$ cat src/hdl/tdsas_pkg.sv
`timescale 1ns / 1ps
`default_nettype none

package tdsas_pkg;

    localparam int unsigned DATA_W    = 32;
    localparam int unsigned INSTR_W   = 16;
    localparam int unsigned NUM_REGS  = 8;
    localparam int unsigned REG_IDX_W = $clog2(NUM_REGS);
    localparam int unsigned FMT_W     = 5;

    typedef logic [FMT_W-1:0]     t_fmt;
    typedef logic [INSTR_W-1:0]   t_instr;
    typedef logic [DATA_W-1:0]    t_word;
    typedef logic [REG_IDX_W-1:0] t_reg_idx;

    localparam t_fmt FMT_NONE          = 5'd0;
    localparam t_fmt FMT_MOVE_SHIFTED  = 5'd1;
    localparam t_fmt FMT_ADD_SUB       = 5'd2;
    localparam t_fmt FMT_IMM           = 5'd3;
    localparam t_fmt FMT_ALU           = 5'd4;
    localparam t_fmt FMT_HI_REG        = 5'd5;
    localparam t_fmt FMT_PC_LOAD       = 5'd6;
    localparam t_fmt FMT_LS_REG        = 5'd7;
    localparam t_fmt FMT_LS_SIGN       = 5'd8;
    localparam t_fmt FMT_LS_IMM        = 5'd9;
    localparam t_fmt FMT_LS_HALF       = 5'd10;
    localparam t_fmt FMT_SP_LS         = 5'd11;
    localparam t_fmt FMT_LOAD_ADDR     = 5'd12;
    localparam t_fmt FMT_SP_ADD        = 5'd13;
    localparam t_fmt FMT_PUSH_POP      = 5'd14;
    localparam t_fmt FMT_MULTI_LS      = 5'd15;
    localparam t_fmt FMT_COND_BRANCH   = 5'd16;
    localparam t_fmt FMT_SWI           = 5'd17;
    localparam t_fmt FMT_BRANCH        = 5'd18;
    localparam t_fmt FMT_LONG_BRANCH   = 5'd19;

    typedef enum logic [1:0] {
        SH_LSL = 2'd0,
        SH_LSR = 2'd1,
        SH_ASR = 2'd2
    } t_shift_op;

    typedef enum logic [1:0] {
        IMM_MOV = 2'd0,
        IMM_CMP = 2'd1,
        IMM_ADD = 2'd2,
        IMM_SUB = 2'd3
    } t_imm_op;

    typedef struct packed {
        logic n;
        logic z;
        logic c;
        logic v;
    } t_flags;

    typedef struct packed {
        t_fmt     format_class;
        logic     executed;
        logic     wrote_register;
        t_reg_idx dest_index;
        t_word    dest_value;
        t_flags   flags;
    } t_result;

    // Formats are tested in ascending order and the first match wins.
    function automatic t_fmt tdsas_classify(input t_instr w);
        t_fmt f;
        priority if ((w & 16'hF800) <  16'h1800) f = FMT_MOVE_SHIFTED;
        else if ((w & 16'hF800) == 16'h1800) f = FMT_ADD_SUB;
        else if ((w & 16'hE000) == 16'h2000) f = FMT_IMM;
        else if ((w & 16'hFC00) == 16'h4000) f = FMT_ALU;
        else if ((w & 16'hFC00) == 16'h4400) f = FMT_HI_REG;
        else if ((w & 16'hF800) == 16'h4800) f = FMT_PC_LOAD;
        else if ((w & 16'hF200) == 16'h5000) f = FMT_LS_REG;
        else if ((w & 16'hF200) == 16'h5200) f = FMT_LS_SIGN;
        else if ((w & 16'hE000) == 16'h6000) f = FMT_LS_IMM;
        else if ((w & 16'hF000) == 16'h8000) f = FMT_LS_HALF;
        else if ((w & 16'hF000) == 16'h9000) f = FMT_SP_LS;
        else if ((w & 16'hF000) == 16'hA000) f = FMT_LOAD_ADDR;
        else if ((w & 16'hFF00) == 16'hB000) f = FMT_SP_ADD;
        else if ((w & 16'hF600) == 16'hB400) f = FMT_PUSH_POP;
        else if ((w & 16'hF000) == 16'hC000) f = FMT_MULTI_LS;
        else if ((w & 16'hF000) == 16'hD000) f = FMT_COND_BRANCH;
        else if ((w & 16'hFF00) == 16'hDF00) f = FMT_SWI;
        else if ((w & 16'hF800) == 16'hE000) f = FMT_BRANCH;
        else if ((w & 16'hF000) == 16'hF000) f = FMT_LONG_BRANCH;
        else f = FMT_NONE;
        return f;
    endfunction

endpackage

`default_nettype wire

$ cat src/hdl/tdsas_if.sv
`timescale 1ns / 1ps
`default_nettype none

interface tdsas_in_if;
    logic                  valid;
    logic                  ready;
    tdsas_pkg::t_instr     instruction;

    modport source (output valid, output instruction, input ready);
    modport sink   (input valid, input instruction, output ready);
endinterface

interface tdsas_out_if;
    logic                  valid;
    logic                  ready;
    tdsas_pkg::t_fmt       format_class;
    logic                  executed;
    logic                  wrote_register;
    tdsas_pkg::t_reg_idx   dest_index;
    tdsas_pkg::t_word      dest_value;
    logic                  flag_n;
    logic                  flag_z;
    logic                  flag_c;
    logic                  flag_v;

    modport source (
        output valid, output format_class, output executed, output wrote_register,
        output dest_index, output dest_value, output flag_n, output flag_z,
        output flag_c, output flag_v, input ready
    );
    modport sink (
        input valid, input format_class, input executed, input wrote_register,
        input dest_index, input dest_value, input flag_n, input flag_z,
        input flag_c, input flag_v, output ready
    );
endinterface

`default_nettype wire

$ cat src/hdl/tdsas_ram.sv
`timescale 1ns / 1ps
`default_nettype none

module tdsas_ram #(
    parameter int unsigned WIDTH = 32,
    parameter int unsigned DEPTH = 8
) (
    input  wire logic                     i_clk,
    input  wire logic                     i_wr_en,
    input  wire logic [$clog2(DEPTH)-1:0] i_wr_addr,
    input  wire logic [WIDTH-1:0]         i_wr_data,
    input  wire logic                     i_rd_en,
    input  wire logic [$clog2(DEPTH)-1:0] i_rd_addr_a,
    input  wire logic [$clog2(DEPTH)-1:0] i_rd_addr_b,
    output logic [WIDTH-1:0]              o_rd_data_a,
    output logic [WIDTH-1:0]              o_rd_data_b
);

    logic [WIDTH-1:0] r_mem [DEPTH];

    // A read at the address being written returns the old contents.
    always_ff @(posedge i_clk) begin
        if (i_wr_en) begin
            r_mem[i_wr_addr] <= i_wr_data;
        end
        if (i_rd_en) begin
            o_rd_data_a <= r_mem[i_rd_addr_a];
            o_rd_data_b <= r_mem[i_rd_addr_b];
        end
    end

endmodule

`default_nettype wire

$ cat src/hdl/tdsas_regfile.sv
`timescale 1ns / 1ps
`default_nettype none

module tdsas_regfile (
    input  wire logic                 i_clk,
    input  wire logic                 i_rst_n,
    input  wire logic                 i_rd_en,
    input  wire tdsas_pkg::t_reg_idx  i_rd_addr_a,
    input  wire tdsas_pkg::t_reg_idx  i_rd_addr_b,
    input  wire logic                 i_wr_en,
    input  wire tdsas_pkg::t_reg_idx  i_wr_addr,
    input  wire tdsas_pkg::t_word     i_wr_data,
    output tdsas_pkg::t_word          o_rd_data_a,
    output tdsas_pkg::t_word          o_rd_data_b
);

    import tdsas_pkg::*;

    t_word    ram_data_a;
    t_word    ram_data_b;
    logic     r_written [NUM_REGS];
    logic     r_valid_a;
    logic     r_valid_b;
    t_reg_idx r_addr_a;
    t_reg_idx r_addr_b;
    logic     r_fwd_en;
    t_reg_idx r_fwd_addr;
    t_word    r_fwd_data;

    tdsas_ram #(
        .WIDTH (DATA_W),
        .DEPTH (NUM_REGS)
    ) u_ram (
        .i_clk       (i_clk),
        .i_wr_en     (i_wr_en),
        .i_wr_addr   (i_wr_addr),
        .i_wr_data   (i_wr_data),
        .i_rd_en     (i_rd_en),
        .i_rd_addr_a (i_rd_addr_a),
        .i_rd_addr_b (i_rd_addr_b),
        .o_rd_data_a (ram_data_a),
        .o_rd_data_b (ram_data_b)
    );

    always_ff @(posedge i_clk) begin
        if (!i_rst_n) begin
            for (int i = 0; i < NUM_REGS; i++) begin
                r_written[i] <= 1'b0;
            end
            r_valid_a <= 1'b0;
            r_valid_b <= 1'b0;
            r_fwd_en  <= 1'b0;
        end else begin
            if (i_wr_en) begin
                r_written[i_wr_addr] <= 1'b1;
            end
            if (i_rd_en) begin
                r_valid_a <= r_written[i_rd_addr_a];
                r_valid_b <= r_written[i_rd_addr_b];
                r_fwd_en  <= i_wr_en;
            end
        end
    end

    // A write that lands on the same edge as the read is forwarded afterward.
    always_ff @(posedge i_clk) begin
        if (i_rd_en) begin
            r_addr_a   <= i_rd_addr_a;
            r_addr_b   <= i_rd_addr_b;
            r_fwd_addr <= i_wr_addr;
            r_fwd_data <= i_wr_data;
        end
    end

    always_comb begin
        if (r_fwd_en && (r_fwd_addr == r_addr_a)) begin
            o_rd_data_a = r_fwd_data;
        end else if (r_valid_a) begin
            o_rd_data_a = ram_data_a;
        end else begin
            o_rd_data_a = '0;
        end
        if (r_fwd_en && (r_fwd_addr == r_addr_b)) begin
            o_rd_data_b = r_fwd_data;
        end else if (r_valid_b) begin
            o_rd_data_b = ram_data_b;
        end else begin
            o_rd_data_b = '0;
        end
    end

endmodule

`default_nettype wire

$ cat src/hdl/tdsas_alu.sv
`timescale 1ns / 1ps
`default_nettype none

module tdsas_alu (
    input  wire tdsas_pkg::t_instr  i_instr,
    input  wire tdsas_pkg::t_word   i_op_a,
    input  wire tdsas_pkg::t_word   i_op_b,
    input  wire tdsas_pkg::t_flags  i_flags,
    output tdsas_pkg::t_result      o_result
);

    import tdsas_pkg::*;

    t_fmt        fmt;
    logic [4:0]  sh_amt;
    logic [32:0] lsl_ext;
    logic [32:0] lsr_ext;
    logic [32:0] asr_ext;
    t_word       b_sel;
    logic [32:0] sum_ext;
    logic [32:0] diff_ext;
    logic        add_v;
    logic        sub_v;
    t_word       val;

    assign fmt     = tdsas_classify(i_instr);
    assign sh_amt  = i_instr[10:6];
    assign lsl_ext = {1'b0, i_op_a} << sh_amt;
    assign lsr_ext = {i_op_a, 1'b0} >> sh_amt;
    assign asr_ext = $signed({i_op_a, 1'b0}) >>> sh_amt;

    always_comb begin
        if (fmt == FMT_IMM) begin
            b_sel = {24'd0, i_instr[7:0]};
        end else if (i_instr[10]) begin
            b_sel = {29'd0, i_instr[8:6]};
        end else begin
            b_sel = i_op_b;
        end
    end

    assign sum_ext  = {1'b0, i_op_a} + {1'b0, b_sel};
    assign diff_ext = {1'b0, i_op_a} + {1'b0, ~b_sel} + 33'd1;
    assign add_v    = ~(i_op_a[31] ^ b_sel[31]) & (i_op_a[31] ^ sum_ext[31]);
    assign sub_v    = (i_op_a[31] ^ b_sel[31]) & (i_op_a[31] ^ diff_ext[31]);

    always_comb begin
        o_result                = '0;
        o_result.format_class   = fmt;
        o_result.flags          = i_flags;
        val                     = '0;
        if (fmt == FMT_MOVE_SHIFTED) begin
            unique case (t_shift_op'(i_instr[12:11]))
                SH_LSL: begin
                    val = lsl_ext[31:0];
                    if (sh_amt != 5'd0) begin
                        o_result.flags.c = lsl_ext[32];
                    end
                end
                SH_LSR: begin
                    if (sh_amt == 5'd0) begin
                        val = '0;
                        o_result.flags.c = i_op_a[31];
                    end else begin
                        val = lsr_ext[32:1];
                        o_result.flags.c = lsr_ext[0];
                    end
                end
                SH_ASR: begin
                    if (sh_amt == 5'd0) begin
                        val = {DATA_W{i_op_a[31]}};
                        o_result.flags.c = i_op_a[31];
                    end else begin
                        val = asr_ext[32:1];
                        o_result.flags.c = asr_ext[0];
                    end
                end
                default: begin
                    val = i_op_a;
                end
            endcase
            o_result.flags.n        = val[31];
            o_result.flags.z        = (val == '0);
            o_result.executed       = 1'b1;
            o_result.wrote_register = 1'b1;
            o_result.dest_index     = i_instr[2:0];
        end else if (fmt == FMT_ADD_SUB) begin
            if (i_instr[9]) begin
                val = diff_ext[31:0];
                o_result.flags.c = diff_ext[32];
                o_result.flags.v = sub_v;
            end else begin
                val = sum_ext[31:0];
                o_result.flags.c = sum_ext[32];
                o_result.flags.v = add_v;
            end
            o_result.flags.n        = val[31];
            o_result.flags.z        = (val == '0);
            o_result.executed       = 1'b1;
            o_result.wrote_register = 1'b1;
            o_result.dest_index     = i_instr[2:0];
        end else if (fmt == FMT_IMM) begin
            unique case (t_imm_op'(i_instr[12:11]))
                IMM_MOV: begin
                    val = b_sel;
                    o_result.wrote_register = 1'b1;
                end
                IMM_CMP: begin
                    val = diff_ext[31:0];
                    o_result.flags.c = diff_ext[32];
                    o_result.flags.v = sub_v;
                end
                IMM_ADD: begin
                    val = sum_ext[31:0];
                    o_result.flags.c = sum_ext[32];
                    o_result.flags.v = add_v;
                    o_result.wrote_register = 1'b1;
                end
                IMM_SUB: begin
                    val = diff_ext[31:0];
                    o_result.flags.c = diff_ext[32];
                    o_result.flags.v = sub_v;
                    o_result.wrote_register = 1'b1;
                end
            endcase
            o_result.flags.n    = val[31];
            o_result.flags.z    = (val == '0);
            o_result.executed   = 1'b1;
            o_result.dest_index = i_instr[10:8];
        end
        o_result.dest_value = val;
    end

endmodule

`default_nettype wire

$ cat src/hdl/thumb_decode_shift_add_sub.sv
`timescale 1ns / 1ps
`default_nettype none

// Classifies one 16-bit Thumb instruction per transaction into its format
// number and executes the shift, add/subtract and 8-bit immediate formats on
// eight 32-bit low registers and the N, Z, C and V flags. The block accepts
// one transaction per clock cycle unless the output stalls: the register
// file read is registered on acceptance, and the shifter or adder, the
// register write-back and the flag update complete as the instruction moves
// into the output register, with the value just written forwarded to the
// following instruction. The registers read as zero after reset without a
// clearing pass. An output register decouples the result from further
// transactions, so a stalled consumer only holds the pipeline once both
// stages are full.
module thumb_decode_shift_add_sub (
    input  wire logic   i_clk,
    input  wire logic   i_rst_n,
    tdsas_in_if.sink    i_in,
    tdsas_out_if.source o_out
);

    import tdsas_pkg::*;

    logic     in_fire;
    logic     s1_go;
    logic     r_s1_valid;
    t_instr   r_instr;
    t_word    op_a;
    t_word    op_b;
    t_reg_idx rd_addr_a;
    t_flags   r_flags;
    t_result  alu_result;
    logic     r_out_valid;
    t_result  r_out;

    assign s1_go      = r_s1_valid && (!r_out_valid || o_out.ready);
    assign i_in.ready = !r_s1_valid || s1_go;
    assign in_fire    = i_in.valid && i_in.ready;

    // The 8-bit immediate format names its register in bits 10 to 8.
    assign rd_addr_a = (i_in.instruction[15:13] == 3'b001) ? i_in.instruction[10:8]
                                                            : i_in.instruction[5:3];

    tdsas_regfile u_regfile (
        .i_clk       (i_clk),
        .i_rst_n     (i_rst_n),
        .i_rd_en     (in_fire),
        .i_rd_addr_a (rd_addr_a),
        .i_rd_addr_b (i_in.instruction[8:6]),
        .i_wr_en     (s1_go && alu_result.wrote_register),
        .i_wr_addr   (alu_result.dest_index),
        .i_wr_data   (alu_result.dest_value),
        .o_rd_data_a (op_a),
        .o_rd_data_b (op_b)
    );

    tdsas_alu u_alu (
        .i_instr  (r_instr),
        .i_op_a   (op_a),
        .i_op_b   (op_b),
        .i_flags  (r_flags),
        .o_result (alu_result)
    );

    always_ff @(posedge i_clk) begin
        if (!i_rst_n) begin
            r_s1_valid  <= 1'b0;
            r_out_valid <= 1'b0;
            r_flags     <= '0;
        end else begin
            if (in_fire) begin
                r_s1_valid <= 1'b1;
            end else if (s1_go) begin
                r_s1_valid <= 1'b0;
            end
            if (s1_go) begin
                r_out_valid <= 1'b1;
                r_flags     <= alu_result.flags;
            end else if (o_out.ready) begin
                r_out_valid <= 1'b0;
            end
        end
    end

    always_ff @(posedge i_clk) begin
        if (in_fire) begin
            r_instr <= i_in.instruction;
        end
        if (s1_go) begin
            r_out <= alu_result;
        end
    end

    assign o_out.valid          = r_out_valid;
    assign o_out.format_class   = r_out.format_class;
    assign o_out.executed       = r_out.executed;
    assign o_out.wrote_register = r_out.wrote_register;
    assign o_out.dest_index     = r_out.dest_index;
    assign o_out.dest_value     = r_out.dest_value;
    assign o_out.flag_n         = r_out.flags.n;
    assign o_out.flag_z         = r_out.flags.z;
    assign o_out.flag_c         = r_out.flags.c;
    assign o_out.flag_v         = r_out.flags.v;

endmodule

`default_nettype wire
$ cat src/flat_wrapper.sv
// flat-port wrapper written by rule: the top's interface ports become plain ports
module thumb_decode_shift_add_sub_flat import tdsas_pkg::*;
  (i_clk, i_rst_n, i_in_valid, i_in_instruction, i_in_ready, o_out_valid, o_out_format_class, o_out_executed, o_out_wrote_register, o_out_dest_index, o_out_dest_value, o_out_flag_n, o_out_flag_z, o_out_flag_c, o_out_flag_v, o_out_ready);
  tdsas_in_if i_in_i ();
  tdsas_out_if o_out_i ();
  input  wire logic i_clk;
  input  wire logic i_rst_n;
  input wire logic [$bits(i_in_i.valid)-1:0] i_in_valid;
  input wire logic [$bits(i_in_i.instruction)-1:0] i_in_instruction;
  output wire logic [$bits(i_in_i.ready)-1:0] i_in_ready;
  output wire logic [$bits(o_out_i.valid)-1:0] o_out_valid;
  output wire logic [$bits(o_out_i.format_class)-1:0] o_out_format_class;
  output wire logic [$bits(o_out_i.executed)-1:0] o_out_executed;
  output wire logic [$bits(o_out_i.wrote_register)-1:0] o_out_wrote_register;
  output wire logic [$bits(o_out_i.dest_index)-1:0] o_out_dest_index;
  output wire logic [$bits(o_out_i.dest_value)-1:0] o_out_dest_value;
  output wire logic [$bits(o_out_i.flag_n)-1:0] o_out_flag_n;
  output wire logic [$bits(o_out_i.flag_z)-1:0] o_out_flag_z;
  output wire logic [$bits(o_out_i.flag_c)-1:0] o_out_flag_c;
  output wire logic [$bits(o_out_i.flag_v)-1:0] o_out_flag_v;
  input wire logic [$bits(o_out_i.ready)-1:0] o_out_ready;
  assign i_in_i.valid = i_in_valid;
  assign i_in_i.instruction = i_in_instruction;
  assign i_in_ready = i_in_i.ready;
  assign o_out_valid = o_out_i.valid;
  assign o_out_format_class = o_out_i.format_class;
  assign o_out_executed = o_out_i.executed;
  assign o_out_wrote_register = o_out_i.wrote_register;
  assign o_out_dest_index = o_out_i.dest_index;
  assign o_out_dest_value = o_out_i.dest_value;
  assign o_out_flag_n = o_out_i.flag_n;
  assign o_out_flag_z = o_out_i.flag_z;
  assign o_out_flag_c = o_out_i.flag_c;
  assign o_out_flag_v = o_out_i.flag_v;
  assign o_out_i.ready = o_out_ready;
  thumb_decode_shift_add_sub u_core (.i_clk(i_clk), .i_rst_n(i_rst_n), .i_in(i_in_i), .o_out(o_out_i));
endmodule
$ cat config.mk
export PLATFORM = sky130hd
export DESIGN_NAME = thumb_decode_shift_add_sub_flat
export DESIGN_NICKNAME = d
export VERILOG_FILES = /design/src/hdl/tdsas_pkg.sv /design/src/hdl/tdsas_if.sv /design/src/hdl/tdsas_ram.sv /design/src/hdl/tdsas_regfile.sv /design/src/hdl/tdsas_alu.sv /design/src/hdl/thumb_decode_shift_add_sub.sv /design/src/flat_wrapper.sv
export SDC_FILE = /design/constraint.sdc
export NUM_CORES = 1
export LEC_CHECK = 0
export ABC_CLOCK_PERIOD_IN_PS = 12000
export BUFFER_PORTS_ARGS = -buffer_cell sky130_fd_sc_hd__buf_2
export CORE_ASPECT_RATIO = 1.1
export CORE_UTILIZATION = 25
export DETAILED_ROUTE_END_ITERATION = 8
export PLACE_DENSITY_LB_ADDON = 0.25
export SYNTH_ARGS = -nofsm -noshare
export SYNTH_HDL_FRONTEND = slang
export SYNTH_SLANG_ARGS = --single-unit
export TNS_END_PERCENT = 5
$ cat constraint.sdc
create_clock -name i_clk -period 12 [get_ports i_clk]
set_clock_uncertainty 0.05 [all_clocks]
set_input_delay 0.6 -clock i_clk [delete_from_list [all_inputs] [get_ports i_clk]]
set_output_delay 0.6 -clock i_clk [all_outputs]
set_load 0.005 [all_outputs]
==> results_dict.tcl <==
set metrics [dict create \
    outcome "complete, no violations" \
    met2_usage_pct 36.6 \
    die_h_um 378 \
    drt_iter0_markers 3561 \
    first_pass_iters 7 \
    synth.distinct_cells 92 \
    hold_violations 0 \
    yosys_warnings 0 \
    rsz0062_at_grt "no" \
    area_growth_pct 12.5 \
    ys_seq_area_share_pct 40.3 \
    tns_ns 0 \
    dp_slack_ns 4.00 \
    placedCellCount 4987 \
    clk_latency_ns 0.62 \
    grt_pass1_wl_um 215000 \
    numCtsBuffers 45 \
    grt_use_total_pct 23.0 \
    final_area_um2 36200 \
    gr-usage-met3_pct 3.61 \
    required_ns 12.18 \
    grt_pass1_vias 28054 \
    period_minus_slack_ns 8.21 \
    vdd_drop_max_mv 0.102 \
    finalMaxSlewViolations 0 \
    placedInstanceArea_um2 34600 \
    synth_seq_cells 437 \
    hpwl_um 111000 \
    regArea_um2 13000 \
    layoutNonFillerInstCount 5074 \
    grt_busiest_layer "met2" \
    synth-main-ff-cell "edfxtp_1" \
    syn_nets 3489 \
    clk_pin_slew_ns 0.06 \
    power.total_uw 4460 \
    async_reset_ff_share_pct 0 \
    grt_util_met1_pct 30.2 \
    vias 28905 \
    drt-total-wl_um 152000 \
    multi_input_area_um2 17900 \
    cts_setup_buffers 0 \
    synth_area_leaders "edfxtp_1 39%, nand2_1 6.3%, mux4_2 6.1%" \
    powerDensity_nw_per_um2 123 \
    wl_per_cell_um 30.0 \
    layout-drive-gt1-share_pct 15.0 \
    final_cell_mix "538 x nand2_1, 420 x edfxtp_1, 230 x nand3_1" \
    syn_inst 3402 \
    fp-row-count 137 \
    die_x_um 344 \
    die_area_um2 130000 \
    nFillCells 13465 \
    holdBufCountCts 0 \
    clockBufferDepth 3 \
    grt_max_degree 133 \
    yosys.area.top_type_share_pct 39.2 \
    drc 0 \
    start_util_pct 25.3 \
    vias_per_cell 5.70 \
    setup_violations 0 \
    gp_congestion 1.07 \
    cap_violations 0 \
    root_buffer "clkbuf_16" \
    hold_class "primary input to flip-flop" \
    htree_levels 2 \
    slew_headroom_pct 2.47 \
    ctsResizeCount 0 \
    worst_pin_slew_ns 1.45 \
    worstSetupPathType "flip-flop to flip-flop" \
    synth_edf_count 420 \
    cp-start-kind "flip-flop" \
    max_freq_ghz 0.122 \
    yosysTopAreaCell "edfxtp_1" \
    ant_nets 0 \
    syn_area_um2 32200 \
    core_area_um2 127000 \
    worstPathArrival_ns 8.38 \
    finalCritPeriodShare_pct 68.4 \
    mostFrequentLayoutCell "nand2_1" \
    io_pins 68 \
    worstPathMaxFanout 57 \
    grt_overflow_total 0 \
    placement.io_buffers 67 \
    fin_nets 3454 \
    clock_sinks 437 \
    cts_tree "built" \
    final.setup.worst_slack_ns 3.79 \
    antenna_found_initial 9 \
    syn_avg_cell_area_um2 9.45 \
    leakagePower_uw 0.0133 \
    worst_setup_path_end_kind "flip-flop" \
]
cells by family after synthesis:
kind of cell    synth area share (%)
mux                             15.0
simple gates                    17.9
buf+inv                         4.49
compound gates                  17.3
xor+xnor                        2.48
fa+ha+maj                       2.65
flops                           40.3
power by group:
part / switching (µW) / total (µW) / leakage [µW] / internal [µW]
sequential: 57.4 / 1800 / 0.00408 / 1750
combinational: 770 / 1130 / 0.00845 / 364
clock: 639 / 1520 / 0.000764 / 883
final cells by class:
class	instances	area share, %
Sequential cell	437	35.8
Timing Repair Buffer	182	3.36
Clock buffer	51	3.23
Inverter	98	1.03
Tap cell	1668	5.77
Multi-Input combinational cell	2603	49.6
Clock inverter	31	1.19
Antenna cell	4	0.0277
critical path: stages (launching register included):
cell and delay (ns):
edfxtp_1 0.32, buf_4 0.59, nor2b_1 0.64, o21ai_0 0.19
o32ai_1 0.74, or4_4 0.47, mux2i_1 0.36, inv_1 0.09
ha_1 0.52, nor3b_1 0.37, nand2_1 0.17, or3b_1 0.41
and2_1 0.22, o41ai_2 0.44, a21oi_1 0.23, o31a_1 0.36
mux2_2 0.28, xnor2_1 0.14, a21oi_1 0.16, a21oi_1 0.07
a21oi_1 0.96
Yosys cell counts (all sizes together), types with 33 or more instances:
| master | n |
|---|---|
| mux4 | 87 |
| buf | 93 |
| a21oi | 200 |
| nand3 | 230 |
| ha | 65 |
| clkbuf | 171 |
| inv | 92 |
| o22ai | 50 |
| mux2i | 181 |
| nor2 | 205 |
| nand2 | 538 |
| nor3 | 57 |
| xnor2 | 80 |
| nor2b | 33 |
| mux2 | 92 |
| o21ai | 163 |
| edfxtp | 420 |
final timing paths:
path	from	to	slack [ns]	cells past startpoint
hold / removal	i_in_instruction[2]	u_core.r_instr[2]	0.12	1
setup / recovery	u_core.r_instr[11]	u_core.u_regfile.u_ram.r_mem[0][29]	3.79	20
hold reg to reg	u_core.u_regfile.r_written[6]	u_core.u_regfile.r_written[6]	0.44	1
setup reg to reg	u_core.r_instr[11]	u_core.u_regfile.u_ram.r_mem[0][29]	3.79	20
per-stage QoR:
stage	hold slack, ns	util [%]
floorplan	0.407	-
global placement	0.418	27.2
CTS	0.101	28.4
finish	0.124	28.4
global route	0.104	28.4
detailed placement	0.428	27.2
sequential cells by signal, indices dropped and copies added (netlist names):
register and flops:
u_core.o_out.format_class 5, u_core.o_out.valid 1, u_core.o_out.dest_index 3, u_core.u_regfile.r_fwd_en 1
u_core.o_out.flag_z 1, u_core.r_s1_valid 1, u_core.u_regfile.u_ram.o_rd_data_b 32, u_core.o_out.wrote_register 1
u_core.o_out.flag_n 1, u_core.u_regfile.r_fwd_data 32, u_core.o_out.dest_value 32, u_core.o_out.flag_c 1
u_core.u_regfile.r_valid_a 1, u_core.r_flags 4, u_core.u_regfile.r_valid_b 1, u_core.u_regfile.u_ram.r_mem 256
u_core.o_out.flag_v 1, u_core.u_regfile.u_ram.o_rd_data_a 32, u_core.u_regfile.r_addr_a 3, u_core.u_regfile.r_fwd_addr 3
u_core.r_instr 16, u_core.u_regfile.r_written 8, u_core.o_out.executed 1
routing by layer:
metal	vias to the layer above	part of all wire, %
met3	320	7.5
met4	2	5.3
li1	12761	-
met2	1291	46
met5	-	0.0052
met1	14531	42
Note: power is estimated with default switching activity, not from simulation.
